File: src/bas_pkg.sv
// Shared types, constants and codes of the bank-aligned synapse placer.
`timescale 1ns / 1ps
`default_nettype none

package bas_pkg;

    // Default values of the top-level parameters.
    localparam int DEF_MAX_BANKS   = 64;
    localparam int DEF_NEURON_BITS = 24;
    localparam int DEF_ADDR_BITS   = 24;
    localparam int DEF_COUNT_BITS  = 16;

    // Field widths of the words and registers.
    localparam int CMD_W       = 2;
    localparam int DST_FIELD_W = 24;
    localparam int WEIGHT_W    = 32;
    localparam int SLOT_W      = 24;
    localparam int ROW_W       = 24;
    localparam int BANK_CNT_W  = 7;
    localparam int FILLER_W    = 24;
    localparam int APB_DATA_W  = 32;
    localparam int APB_ADDR_W  = 3;

    // Command codes.
    localparam logic [CMD_W-1:0] CMD_SYN     = 2'd0;
    localparam logic [CMD_W-1:0] CMD_SYN_END = 2'd1;
    localparam logic [CMD_W-1:0] CMD_END     = 2'd2;

    // Register indexes.
    localparam logic REG_BANK_COUNT = 1'b0;
    localparam logic REG_FILLER_ROW = 1'b1;

    typedef struct packed {
        logic [CMD_W-1:0]       command;
        logic [DST_FIELD_W-1:0] neuron_dst;
        logic [WEIGHT_W-1:0]    weight_bits;
    } t_in_word;

    typedef struct packed {
        logic                   slot_valid;
        logic [SLOT_W-1:0]      slot_address;
        logic [DST_FIELD_W-1:0] stored_dst;
        logic [WEIGHT_W-1:0]    stored_weight;
        logic                   class_done;
        logic [ROW_W-1:0]       class_end_row;
        logic [FILLER_W-1:0]    fill_value;
        logic                   overflow;
    } t_out_word;

    // Commands from the controller to the datapath.
    typedef struct packed {
        logic start;
        logic div_step;
        logic rd;
        logic mul;
        logic fin;
        logic close;
        logic load_out;
    } t_dp_cmd;

    // Status from the datapath to the controller.
    typedef struct packed {
        logic in_place;
        logic place;
        logic close;
    } t_dp_status;

    function automatic logic cmd_places(input logic [CMD_W-1:0] cmd);
        return (cmd == CMD_SYN) || (cmd == CMD_SYN_END);
    endfunction

    function automatic logic cmd_closes(input logic [CMD_W-1:0] cmd);
        return cmd != CMD_SYN;
    endfunction

endpackage

`default_nettype wire

File: src/bank_aligned_synapse_placer_unit.sv
// Top level of the bank-aligned synapse placer: register port, controller and datapath.
// A synapse word passes through the divider, then the read, multiply and finish steps, and
// a closing command adds a close step; a close-only word goes straight to the close step.
// A new word is taken only once the last has gone to the output register. The restoring
// divider finds the bank and stored destination one quotient bit per cycle.
// Reset clears the bank counts, class maximum and row end, and sets bank_count to 1
// and filler_row to 0; it takes effect at once, with no clearing pass.
`timescale 1ns / 1ps
`default_nettype none

module bank_aligned_synapse_placer_unit #(
    parameter int MAX_BANKS   = bas_pkg::DEF_MAX_BANKS,
    parameter int NEURON_BITS = bas_pkg::DEF_NEURON_BITS,
    parameter int ADDR_BITS   = bas_pkg::DEF_ADDR_BITS,
    parameter int COUNT_BITS  = bas_pkg::DEF_COUNT_BITS
) (
    input  wire logic                             i_clk,
    input  wire logic                             i_rst_n,
    input  wire logic                             i_valid,
    output logic                                  o_ready,
    input  wire bas_pkg::t_in_word                i_in,
    output logic                                  o_valid,
    input  wire logic                             i_ready,
    output bas_pkg::t_out_word                    o_out,
    input  wire logic                             psel,
    input  wire logic                             penable,
    input  wire logic                             pwrite,
    input  wire logic [bas_pkg::APB_ADDR_W-1:0]   paddr,
    input  wire logic [bas_pkg::APB_DATA_W-1:0]   pwdata,
    output logic [bas_pkg::APB_DATA_W-1:0]        prdata,
    output logic                                  pready
);
    import bas_pkg::*;

    logic [BANK_CNT_W-1:0] r_bank_count;
    logic [FILLER_W-1:0]   r_filler_row;
    logic                  w_wr;
    logic                  w_reg_sel;
    t_dp_cmd               w_cmd;
    t_dp_status            w_status;

    assign pready    = 1'b1;
    assign w_wr      = psel && penable && pwrite;
    assign w_reg_sel = paddr[2];

    always_ff @(posedge i_clk) begin
        if (!i_rst_n) begin
            r_bank_count <= BANK_CNT_W'(1);
            r_filler_row <= '0;
        end else if (w_wr) begin
            unique case (w_reg_sel)
                REG_BANK_COUNT: r_bank_count <= pwdata[BANK_CNT_W-1:0];
                REG_FILLER_ROW: r_filler_row <= pwdata[FILLER_W-1:0];
                default: begin
                end
            endcase
        end
    end

    always_comb begin
        unique case (w_reg_sel)
            REG_BANK_COUNT: prdata = APB_DATA_W'(r_bank_count);
            REG_FILLER_ROW: prdata = APB_DATA_W'(r_filler_row);
            default:        prdata = '0;
        endcase
    end

    bas_ctrl #(
        .NEURON_BITS (NEURON_BITS)
    ) u_ctrl (
        .i_clk    (i_clk),
        .i_rst_n  (i_rst_n),
        .i_valid  (i_valid),
        .o_ready  (o_ready),
        .o_valid  (o_valid),
        .i_ready  (i_ready),
        .i_status (w_status),
        .o_cmd    (w_cmd)
    );

    bas_dpath #(
        .MAX_BANKS   (MAX_BANKS),
        .NEURON_BITS (NEURON_BITS),
        .ADDR_BITS   (ADDR_BITS),
        .COUNT_BITS  (COUNT_BITS)
    ) u_dpath (
        .i_clk        (i_clk),
        .i_rst_n      (i_rst_n),
        .i_in         (i_in),
        .i_bank_count (r_bank_count),
        .i_filler_row (r_filler_row),
        .i_cmd        (w_cmd),
        .o_status     (w_status),
        .o_out        (o_out)
    );

endmodule

`default_nettype wire

File: src/bas_ctrl.sv
// Controller state machine that sequences one word through the datapath.
`timescale 1ns / 1ps
`default_nettype none

module bas_ctrl #(
    parameter int NEURON_BITS = bas_pkg::DEF_NEURON_BITS
) (
    input  wire logic               i_clk,
    input  wire logic               i_rst_n,
    input  wire logic               i_valid,
    output logic                    o_ready,
    output logic                    o_valid,
    input  wire logic               i_ready,
    input  wire bas_pkg::t_dp_status i_status,
    output bas_pkg::t_dp_cmd        o_cmd
);
    import bas_pkg::*;

    localparam int DST_W = (NEURON_BITS < DST_FIELD_W) ? NEURON_BITS : DST_FIELD_W;
    localparam int CW    = $clog2(DST_W + 1);

    typedef enum logic [2:0] {
        S_IDLE,
        S_DIV,
        S_READ,
        S_MUL,
        S_FIN,
        S_CLOSE,
        S_DONE
    } t_state;

    t_state          r_state;
    logic [CW-1:0]   r_cnt;
    logic            r_out_valid;
    logic            w_accept;
    logic            w_out_free;

    assign o_ready    = (r_state == S_IDLE);
    assign w_accept   = i_valid && o_ready;
    assign w_out_free = !r_out_valid || i_ready;
    assign o_valid    = r_out_valid;

    always_comb begin
        o_cmd          = '0;
        o_cmd.start    = w_accept;
        o_cmd.div_step = (r_state == S_DIV);
        o_cmd.rd       = (r_state == S_READ);
        o_cmd.mul      = (r_state == S_MUL);
        o_cmd.fin      = (r_state == S_FIN);
        o_cmd.close    = (r_state == S_CLOSE);
        o_cmd.load_out = (r_state == S_DONE) && w_out_free;
    end

    always_ff @(posedge i_clk) begin
        if (!i_rst_n) begin
            r_state     <= S_IDLE;
            r_cnt       <= '0;
            r_out_valid <= 1'b0;
        end else begin
            if (r_state == S_DONE && w_out_free) begin
                r_out_valid <= 1'b1;
            end else if (r_out_valid && i_ready) begin
                r_out_valid <= 1'b0;
            end
            unique case (r_state)
                S_IDLE: begin
                    if (w_accept) begin
                        r_cnt   <= '0;
                        r_state <= i_status.in_place ? S_DIV : S_CLOSE;
                    end
                end
                S_DIV: begin
                    r_cnt <= r_cnt + 1'b1;
                    if (r_cnt == CW'(DST_W - 1)) begin
                        r_state <= S_READ;
                    end
                end
                S_READ: begin
                    r_state <= S_MUL;
                end
                S_MUL: begin
                    r_state <= S_FIN;
                end
                S_FIN: begin
                    r_state <= i_status.close ? S_CLOSE : S_DONE;
                end
                S_CLOSE: begin
                    r_state <= S_DONE;
                end
                S_DONE: begin
                    if (w_out_free) begin
                        r_state <= S_IDLE;
                    end
                end
                default: begin
                    r_state <= S_IDLE;
                end
            endcase
        end
    end

`ifndef SYNTH
    // A finished word goes to the output register as soon as it is free.
    a_done_loads: assert property (@(posedge i_clk) disable iff (!i_rst_n)
        (r_state == S_DONE && w_out_free) |=> (r_out_valid && r_state == S_IDLE))
        else $error("finished word not loaded into the output register");

    // A close-only word skips the divider.
    a_close_only: assert property (@(posedge i_clk) disable iff (!i_rst_n)
        (w_accept && !i_status.in_place) |=> (r_state == S_CLOSE))
        else $error("close-only word did not go straight to the close step");

    // The divider runs exactly one step per quotient bit.
    a_div_count: assert property (@(posedge i_clk) disable iff (!i_rst_n)
        (r_state == S_DIV) |-> (r_cnt < CW'(DST_W)))
        else $error("divider step count ran past the quotient width");
`endif

endmodule

`default_nettype wire

File: src/bas_dpath.sv
// Datapath: bank divider, per-bank fill memory, slot address and class end arithmetic.
`timescale 1ns / 1ps
`default_nettype none

module bas_dpath #(
    parameter int MAX_BANKS   = bas_pkg::DEF_MAX_BANKS,
    parameter int NEURON_BITS = bas_pkg::DEF_NEURON_BITS,
    parameter int ADDR_BITS   = bas_pkg::DEF_ADDR_BITS,
    parameter int COUNT_BITS  = bas_pkg::DEF_COUNT_BITS
) (
    input  wire logic                             i_clk,
    input  wire logic                             i_rst_n,
    input  wire bas_pkg::t_in_word                i_in,
    input  wire logic [bas_pkg::BANK_CNT_W-1:0]   i_bank_count,
    input  wire logic [bas_pkg::FILLER_W-1:0]     i_filler_row,
    input  wire bas_pkg::t_dp_cmd                 i_cmd,
    output bas_pkg::t_dp_status                   o_status,
    output bas_pkg::t_out_word                    o_out
);
    import bas_pkg::*;

    localparam int DST_W = (NEURON_BITS < DST_FIELD_W) ? NEURON_BITS : DST_FIELD_W;
    localparam int NB_W  = BANK_CNT_W;
    localparam int BI_W  = (MAX_BANKS > 1) ? $clog2(MAX_BANKS) : 1;
    localparam int WW    = ADDR_BITS + COUNT_BITS + 1;
    localparam int PW    = WW + NB_W;
    localparam logic [ADDR_BITS-1:0] ADDR_MAX = '1;

    logic                   r_place;
    logic                   r_close;
    logic [NB_W-1:0]        r_nb;
    logic [DST_W-1:0]       r_quo;
    logic [NB_W-1:0]        r_rem;
    logic [WEIGHT_W-1:0]    r_wt;
    logic [COUNT_BITS-1:0]  r_mem [MAX_BANKS];
    logic [MAX_BANKS-1:0]   r_vld;
    logic [COUNT_BITS-1:0]  r_rdata;
    logic                   r_rvld;
    logic [COUNT_BITS-1:0]  r_cnt;
    logic [PW-1:0]          r_prod;
    logic [COUNT_BITS-1:0]  r_class_max;
    logic [ADDR_BITS-1:0]   r_rows;
    logic [ADDR_BITS-1:0]   r_addr;
    logic                   r_ovf;
    t_out_word              r_out;

    logic [NB_W-1:0]        n_nb;
    logic [NB_W:0]          w_trial;
    logic                   w_qbit;
    logic [BI_W-1:0]        w_bank;
    logic [COUNT_BITS-1:0]  w_cnt;
    logic [WW-1:0]          w_base;
    logic [PW-1:0]          w_sum;
    logic                   w_addr_ovf;
    logic                   w_cnt_ovf;
    logic [COUNT_BITS-1:0]  n_fill;
    logic [WW-1:0]          w_end;
    logic                   w_end_ovf;

    // Out-of-range bank counts are clamped to 1..MAX_BANKS.
    always_comb begin
        if (i_bank_count == '0) begin
            n_nb = NB_W'(1);
        end else if (i_bank_count > NB_W'(MAX_BANKS)) begin
            n_nb = NB_W'(MAX_BANKS);
        end else begin
            n_nb = i_bank_count;
        end
    end

    // One restoring step: shift in the next dividend bit, subtract when it fits.
    assign w_trial = {r_rem, r_quo[DST_W-1]};
    assign w_qbit  = (w_trial >= {1'b0, r_nb});

    assign w_bank     = r_rem[BI_W-1:0];
    assign w_cnt      = r_rvld ? r_rdata : '0;
    assign w_base     = WW'(r_rows) + WW'(w_cnt);
    assign w_sum      = r_prod + PW'(w_bank);
    assign w_addr_ovf = (w_sum > PW'(ADDR_MAX));
    assign w_cnt_ovf  = (r_cnt == '1);
    assign n_fill     = w_cnt_ovf ? r_cnt : r_cnt + 1'b1;
    assign w_end      = WW'(r_rows) + WW'(r_class_max);
    assign w_end_ovf  = (w_end > WW'(ADDR_MAX));

    assign o_status.in_place = cmd_places(i_in.command);
    assign o_status.place    = r_place;
    assign o_status.close    = r_close;
    assign o_out             = r_out;

    // Class state with reset values.
    always_ff @(posedge i_clk) begin
        if (!i_rst_n) begin
            r_vld       <= '0;
            r_class_max <= '0;
            r_rows      <= '0;
        end else begin
            if (i_cmd.fin) begin
                r_vld[w_bank] <= 1'b1;
                if (n_fill > r_class_max) begin
                    r_class_max <= n_fill;
                end
            end
            if (i_cmd.close) begin
                r_vld       <= '0;
                r_class_max <= '0;
                r_rows      <= w_end_ovf ? ADDR_MAX : ADDR_BITS'(w_end);
            end
        end
    end

    // Per-bank fill memory, one port, registered read.
    always_ff @(posedge i_clk) begin
        if (i_cmd.fin) begin
            r_mem[w_bank] <= n_fill;
        end
        if (i_cmd.rd) begin
            r_rdata <= r_mem[w_bank];
            r_rvld  <= r_vld[w_bank];
        end
    end

    // Working registers of the word in flight.
    always_ff @(posedge i_clk) begin
        if (i_cmd.start) begin
            r_place <= cmd_places(i_in.command);
            r_close <= cmd_closes(i_in.command);
            r_nb    <= n_nb;
            r_quo   <= DST_W'(i_in.neuron_dst);
            r_rem   <= '0;
            r_wt    <= i_in.weight_bits;
            r_ovf   <= 1'b0;
        end
        if (i_cmd.div_step) begin
            r_quo <= {r_quo[DST_W-2:0], w_qbit};
            r_rem <= w_qbit ? NB_W'(w_trial - {1'b0, r_nb}) : NB_W'(w_trial);
        end
        if (i_cmd.mul) begin
            r_cnt  <= w_cnt;
            r_prod <= PW'(w_base) * PW'(r_nb);
        end
        if (i_cmd.fin) begin
            r_addr <= w_addr_ovf ? ADDR_MAX : ADDR_BITS'(w_sum);
            r_ovf  <= r_ovf | w_addr_ovf | w_cnt_ovf;
        end
        if (i_cmd.close) begin
            r_ovf <= r_ovf | w_end_ovf;
        end
        if (i_cmd.load_out) begin
            r_out.slot_valid    <= r_place;
            r_out.slot_address  <= r_place ? SLOT_W'(r_addr) : '0;
            r_out.stored_dst    <= r_place ? DST_FIELD_W'(r_quo) : '0;
            r_out.stored_weight <= r_place ? r_wt : '0;
            r_out.class_done    <= r_close;
            r_out.class_end_row <= r_close ? ROW_W'(r_rows) : '0;
            r_out.fill_value    <= r_close ? i_filler_row : '0;
            r_out.overflow      <= r_ovf;
        end
    end

`ifndef SYNTH
    // The remainder after the divide selects an existing bank.
    a_bank_range: assert property (@(posedge i_clk) disable iff (!i_rst_n)
        i_cmd.rd |-> (r_rem < r_nb))
        else $error("bank index not below the bank count");

    // Closing a class empties every bank count and the class maximum.
    a_close_clears: assert property (@(posedge i_clk) disable iff (!i_rst_n)
        i_cmd.close |=> ((r_vld == '0) && (r_class_max == '0)))
        else $error("bank counts not cleared after class close");

    // A placed synapse leaves the class maximum at one or more.
    a_fin_max: assert property (@(posedge i_clk) disable iff (!i_rst_n)
        i_cmd.fin |=> (r_class_max != '0))
        else $error("class maximum still zero after a placement");
`endif

endmodule

`default_nettype wire

File: config.mk
export PLATFORM = sky130hd
export DESIGN_NAME = bank_aligned_synapse_placer_unit
export DESIGN_NICKNAME = d
export VERILOG_FILES = /design/src/bas_pkg.sv /design/src/bank_aligned_synapse_placer_unit.sv /design/src/bas_ctrl.sv /design/src/bas_dpath.sv
export SDC_FILE = /design/constraint.sdc
export NUM_CORES = 2
export LEC_CHECK = 0
export ABC_AREA = 1
export BUFFER_PORTS_ARGS = -buffer_cell sky130_fd_sc_hd__buf_2
export CORE_ASPECT_RATIO = 0.6
export CORE_MARGIN = 1.5
export CORE_UTILIZATION = 41
export CTS_CLUSTER_SIZE = 30
export DETAILED_ROUTE_END_ITERATION = 8
export PLACE_DENSITY = 0.53
export SYNTH_ARGS = -nofsm -noshare
export SYNTH_HDL_FRONTEND = slang
export SYNTH_SLANG_ARGS = --single-unit
File: constraint.sdc
create_clock -name i_clk -period 16.75 [get_ports i_clk]
set_input_delay 1.675 -clock i_clk [delete_from_list [all_inputs] [get_ports i_clk]]
set_output_delay 1.675 -clock i_clk [all_outputs]
set_load 0.05 [all_outputs]
==> impl_metrics.json <==
{
  "status": "complete, no violations",
  "ios": 266,
  "worst_slew_pin_slew_ps": 1270,
  "htreeDepth": 4,
  "dp.cells": 7680,
  "floorplan.initialDensity_pct": 41.5,
  "routed_via_density": 5.38,
  "seq_power_share_pct": 40.5,
  "finalWorstSetupSlack_ps": 9160,
  "synth.area.mux_share_pct": 0,
  "critPathRequiredTime_ps": 17250,
  "routabilityCongestion": 0.921,
  "vias": 42669,
  "power_density_nw_per_um2": 148,
  "cts_sinks": 1463,
  "avgSynthCellArea_sq_um": 11.6,
  "arrival_ps": 8090,
  "setup_viol": 0,
  "synthFlopType": "edfxtp_1",
  "fmax_mhz": 132,
  "finalNonFillerCells": 7931,
  "dieWidth_um": 512,
  "cp_max_fo": 16,
  "drc_errors": 0,
  "fin_crit_sh_pct": 45.3,
  "holdBufCountCts": 0,
  "multiInputGateArea_sq_um": 18600,
  "layout-drive-gt1-share_pct": 11.6,
  "post_synth_and_or_nand_nor_area_fraction_pct": 14.8,
  "drt-total-wl_mm": 190,
  "synth_compound_area_share_pct": 6.66,
  "relSlewSlack_pct": 15.1,
  "cts_setup_buffers": 0,
  "rsz0062_at_grt": "false",
  "finalMaxSlewViolations": 0,
  "hp-class": "reg2reg",
  "power.switching_w": 0.00378,
  "area_growth_pct": 13.7,
  "nFillCells": 14042,
  "final_nets": 6122,
  "row_count": 111,
  "combPwrFrac_pct": 29.3,
  "endpoint_kind": "flop",
  "top_layer": "met5",
  "first_global_vias": 40069,
  "clk_pin_slew_ps": 60,
  "drtPass1Iterations": 6,
  "critPathLaunchType": "flop",
  "cts_resized": 0,
  "die_h_um": 308,
  "cts_max_path_buffers": 3,
  "overflow": 0,
  "drtAntennaViolNets": 0,
  "leakage_nw": 27.9,
  "synth-xor-area-share_pct": 1.25,
  "synth_edf_count": 1319,
  "root_buffer": "clkbuf_16",
  "ys_seq_elements": 1463,
  "io_buffers": 246,
  "ys_seq_area_share_pct": 66.8,
  "ys_types": 53,
  "dr_wl_met3_mm": 18.0,
  "async_flop_share_pct": 0,
  "cts_tree": "yes",
  "switching_share_pct": 35.5,
  "p_clk_share_pct": 30.2,
  "vdd_ir_drop_max_v": 0.000114,
  "fp.dieArea_sq_um": 158000,
  "critical_path_class": "reg2reg",
  "grt_pass1_wl_mm": 276,
  "wl_per_cell_um": 23.9,
  "dp_hpwl_mm": 123,
  "clk-insertion-delay-late_ps": 780,
  "synth_fa_ha_area_share_pct": 6.01,
  "numCtsBuffers": 139,
  "finClkSkew_ps": 38.2,
  "design_power_total_w": 0.0107,
  "p_int_w": 0.00689,
  "drt_iter0_drc": 4951,
  "netlist_area_sq_um": 63600,
  "seq_area_sq_um": 42500,
  "synth_top_family_by_area": "simple AND/OR/NAND/NOR gates",
  "core_area_sq_um": 153000,
  "grt_max_degree": 82,
  "setup_tns_ps": 0,
  "grt.total_usage_pct": 23.8,
  "ys.warnings.count": 0,
  "wl_met1_mm": 94.6,
  "finalHoldViolCount": 0,
  "antenna_found_initial": 13,
  "layout_min_cycle_time_ps": 7590,
  "wl_met2_mm": 74.5,
  "place_ws_ps": 9260,
  "drv_cap": 0,
  "syn_inst": 5472
}
[layout make-up]
type	count	share of cell area (%)
clock buffer	178	5.19
timing repair buffer	367	2.96
inverter	530	2.80
sequential	1463	58.7
antenna	1	0.00346
multi-input combinational	3286	25.7
tap	2034	3.52
clock inverter	72	1.14
[sequential cells by signal (all words and copies together), names as in the netlist, 16 cells and up]
name and cells:
u_dpath.r_addr 24, u_dpath.r_prod 34, u_dpath.r_class_max 16, r_filler_row 24, u_dpath.r_quo 24, u_dpath.r_wt 32
u_dpath.r_cnt 16, u_dpath.r_rdata 16, u_dpath.o_out 131, u_dpath.r_rows 24, u_dpath.r_mem 1024, u_dpath.r_vld 64
[synthesized netlist by cell type, drive strengths merged (4+ instances only)]
cell type | number | area, sq um
a221oi | 104 | 911
ha | 117 | 1460
o21ai | 131 | 656
nor2 | 597 | 2240
a22oi | 149 | 1120
o21bai | 8 | 60.1
xor2 | 51 | 454
fa | 118 | 2360
a22o | 20 | 175
a21oi | 142 | 711
a21o | 12 | 90.1
a21boi | 5 | 37.5
xnor2 | 39 | 342
a31oi | 14 | 87.6
and3 | 7 | 43.8
edfxtp | 1319 | 39600
clkbuf | 120 | 450
nor4 | 5 | 31.3
inv | 528 | 1980
nand3 | 103 | 538
o31ai | 7 | 52.6
o2111ai | 7 | 61.3
o2111a | 6 | 67.6
nand2 | 1405 | 5280
o22ai | 9 | 56.3
nand3b | 4 | 30.0
or2 | 14 | 87.6
o211ai | 11 | 82.6
buf | 80 | 415
nor3 | 36 | 231
dfxtp | 144 | 2880
nand4 | 144 | 901
[stage by stage]
step	cell area [sq um]	utilization, %	hold WS [ps]
after floorplan	63700	-	424
after global placement	67800	44.2	449
after detailed placement	67800	44.2	458
after CTS	72300	47.2	473
after global routing	72300	47.2	489
final	72300	47.2	471
[cell usage in the layout, fill, tap and decap left out, types with 7 or more instances in the layout]
master and count:
fa_1 118, inv_2 11, o22ai_1 9, o211ai_1 11
edfxtp_1 1319, nand2_1 1399, conb_1 9, a221oi_1 104
dfxtp_1 144, o2111ai_1 7, o21ai_0 130, xnor2_1 38
or2_2 14, a21oi_1 140, bufinv_16 13, xor2_1 48
a31oi_1 13, nor3_2 9, a21o_1 12, buf_4 121
clkinvlp_4 8, and3_1 7, a22o_1 20, ha_1 117
nor2_2 49, clkinv_1 19, clkinv_2 18, clkbuf_1 32
nand3_1 100, inv_6 11, clkbuf_16 144, inv_1 509
a22oi_1 149, o31ai_1 7, nand4_1 144, buf_2 246
o21bai_1 8, nor3_1 26, nor2_1 544
[routing by layer]
metal  vias to the layer above  track usage [%]
met3                       191             5.32
met1                     21292             39.1
li1                      19548                -
met2                      1636             31.3
met5                         -                0
met4                         2             4.73
[kinds of logic (layout without fill, tap and decap cells)]
| group | Yosys count | after routing |
|---|---|---|
| AO/OA/AOI/OAI | 634 | 634 |
| AND/OR/NAND/NOR | 2318 | 2318 |
| XOR/XNOR | 90 | 90 |
| adder cells (fa/ha/maj) | 235 | 235 |
| other | 2 | 10 |
| buffers and inverters | 730 | 1147 |
| flip-flops | 1463 | 1463 |
[final timing paths]
| path | startpoint | to | depth (start not counted) | slack, ps |
|---|---|---|---|---|
| min reg2reg | u_dpath.r_vld[34] | u_dpath.r_vld[34] | 2 | 470 |
| max reg2reg | u_dpath.r_rvld | u_dpath.r_prod[29] | 27 | 9160 |
| min | u_dpath.r_vld[34] | u_dpath.r_vld[34] | 2 | 470 |
| max | u_dpath.r_rvld | u_dpath.r_prod[29] | 27 | 9160 |
[worst max-delay path, stage by stage (launching register included)]
cell	delay, ps
edfxtp_1	670
nand2_1	110
inv_1	90
ha_1	170
inv_1	60
fa_1	400
nand3b_1	180
nand2_1	120
a21oi_1	150
o21ai_1	240
nand2_1	110
nand2_1	300
nand2_1	110
xor2_1	740
nor2_1	140
fa_1	550
fa_1	520
fa_1	550
inv_1	60
fa_1	550
inv_1	50
ha_1	370
a21oi_1	230
o21ai_0	150
a221oi_1	420
nand2_1	150
nand2_1	80
nand2_1	70
[power groups by stage]
stage / registers (W) / clock network, W / logic (W)
floorplan: 0.00438 / 0 / 0.00190
global placement: 0.00440 / 0 / 0.00307
detailed placement: 0.00440 / 0 / 0.00308
CTS: 0.00432 / 0.00328 / 0.00310
global route: 0.00433 / 0.00342 / 0.00342
finish: 0.00432 / 0.00323 / 0.00312
Power figures use the tool's default switching activity.
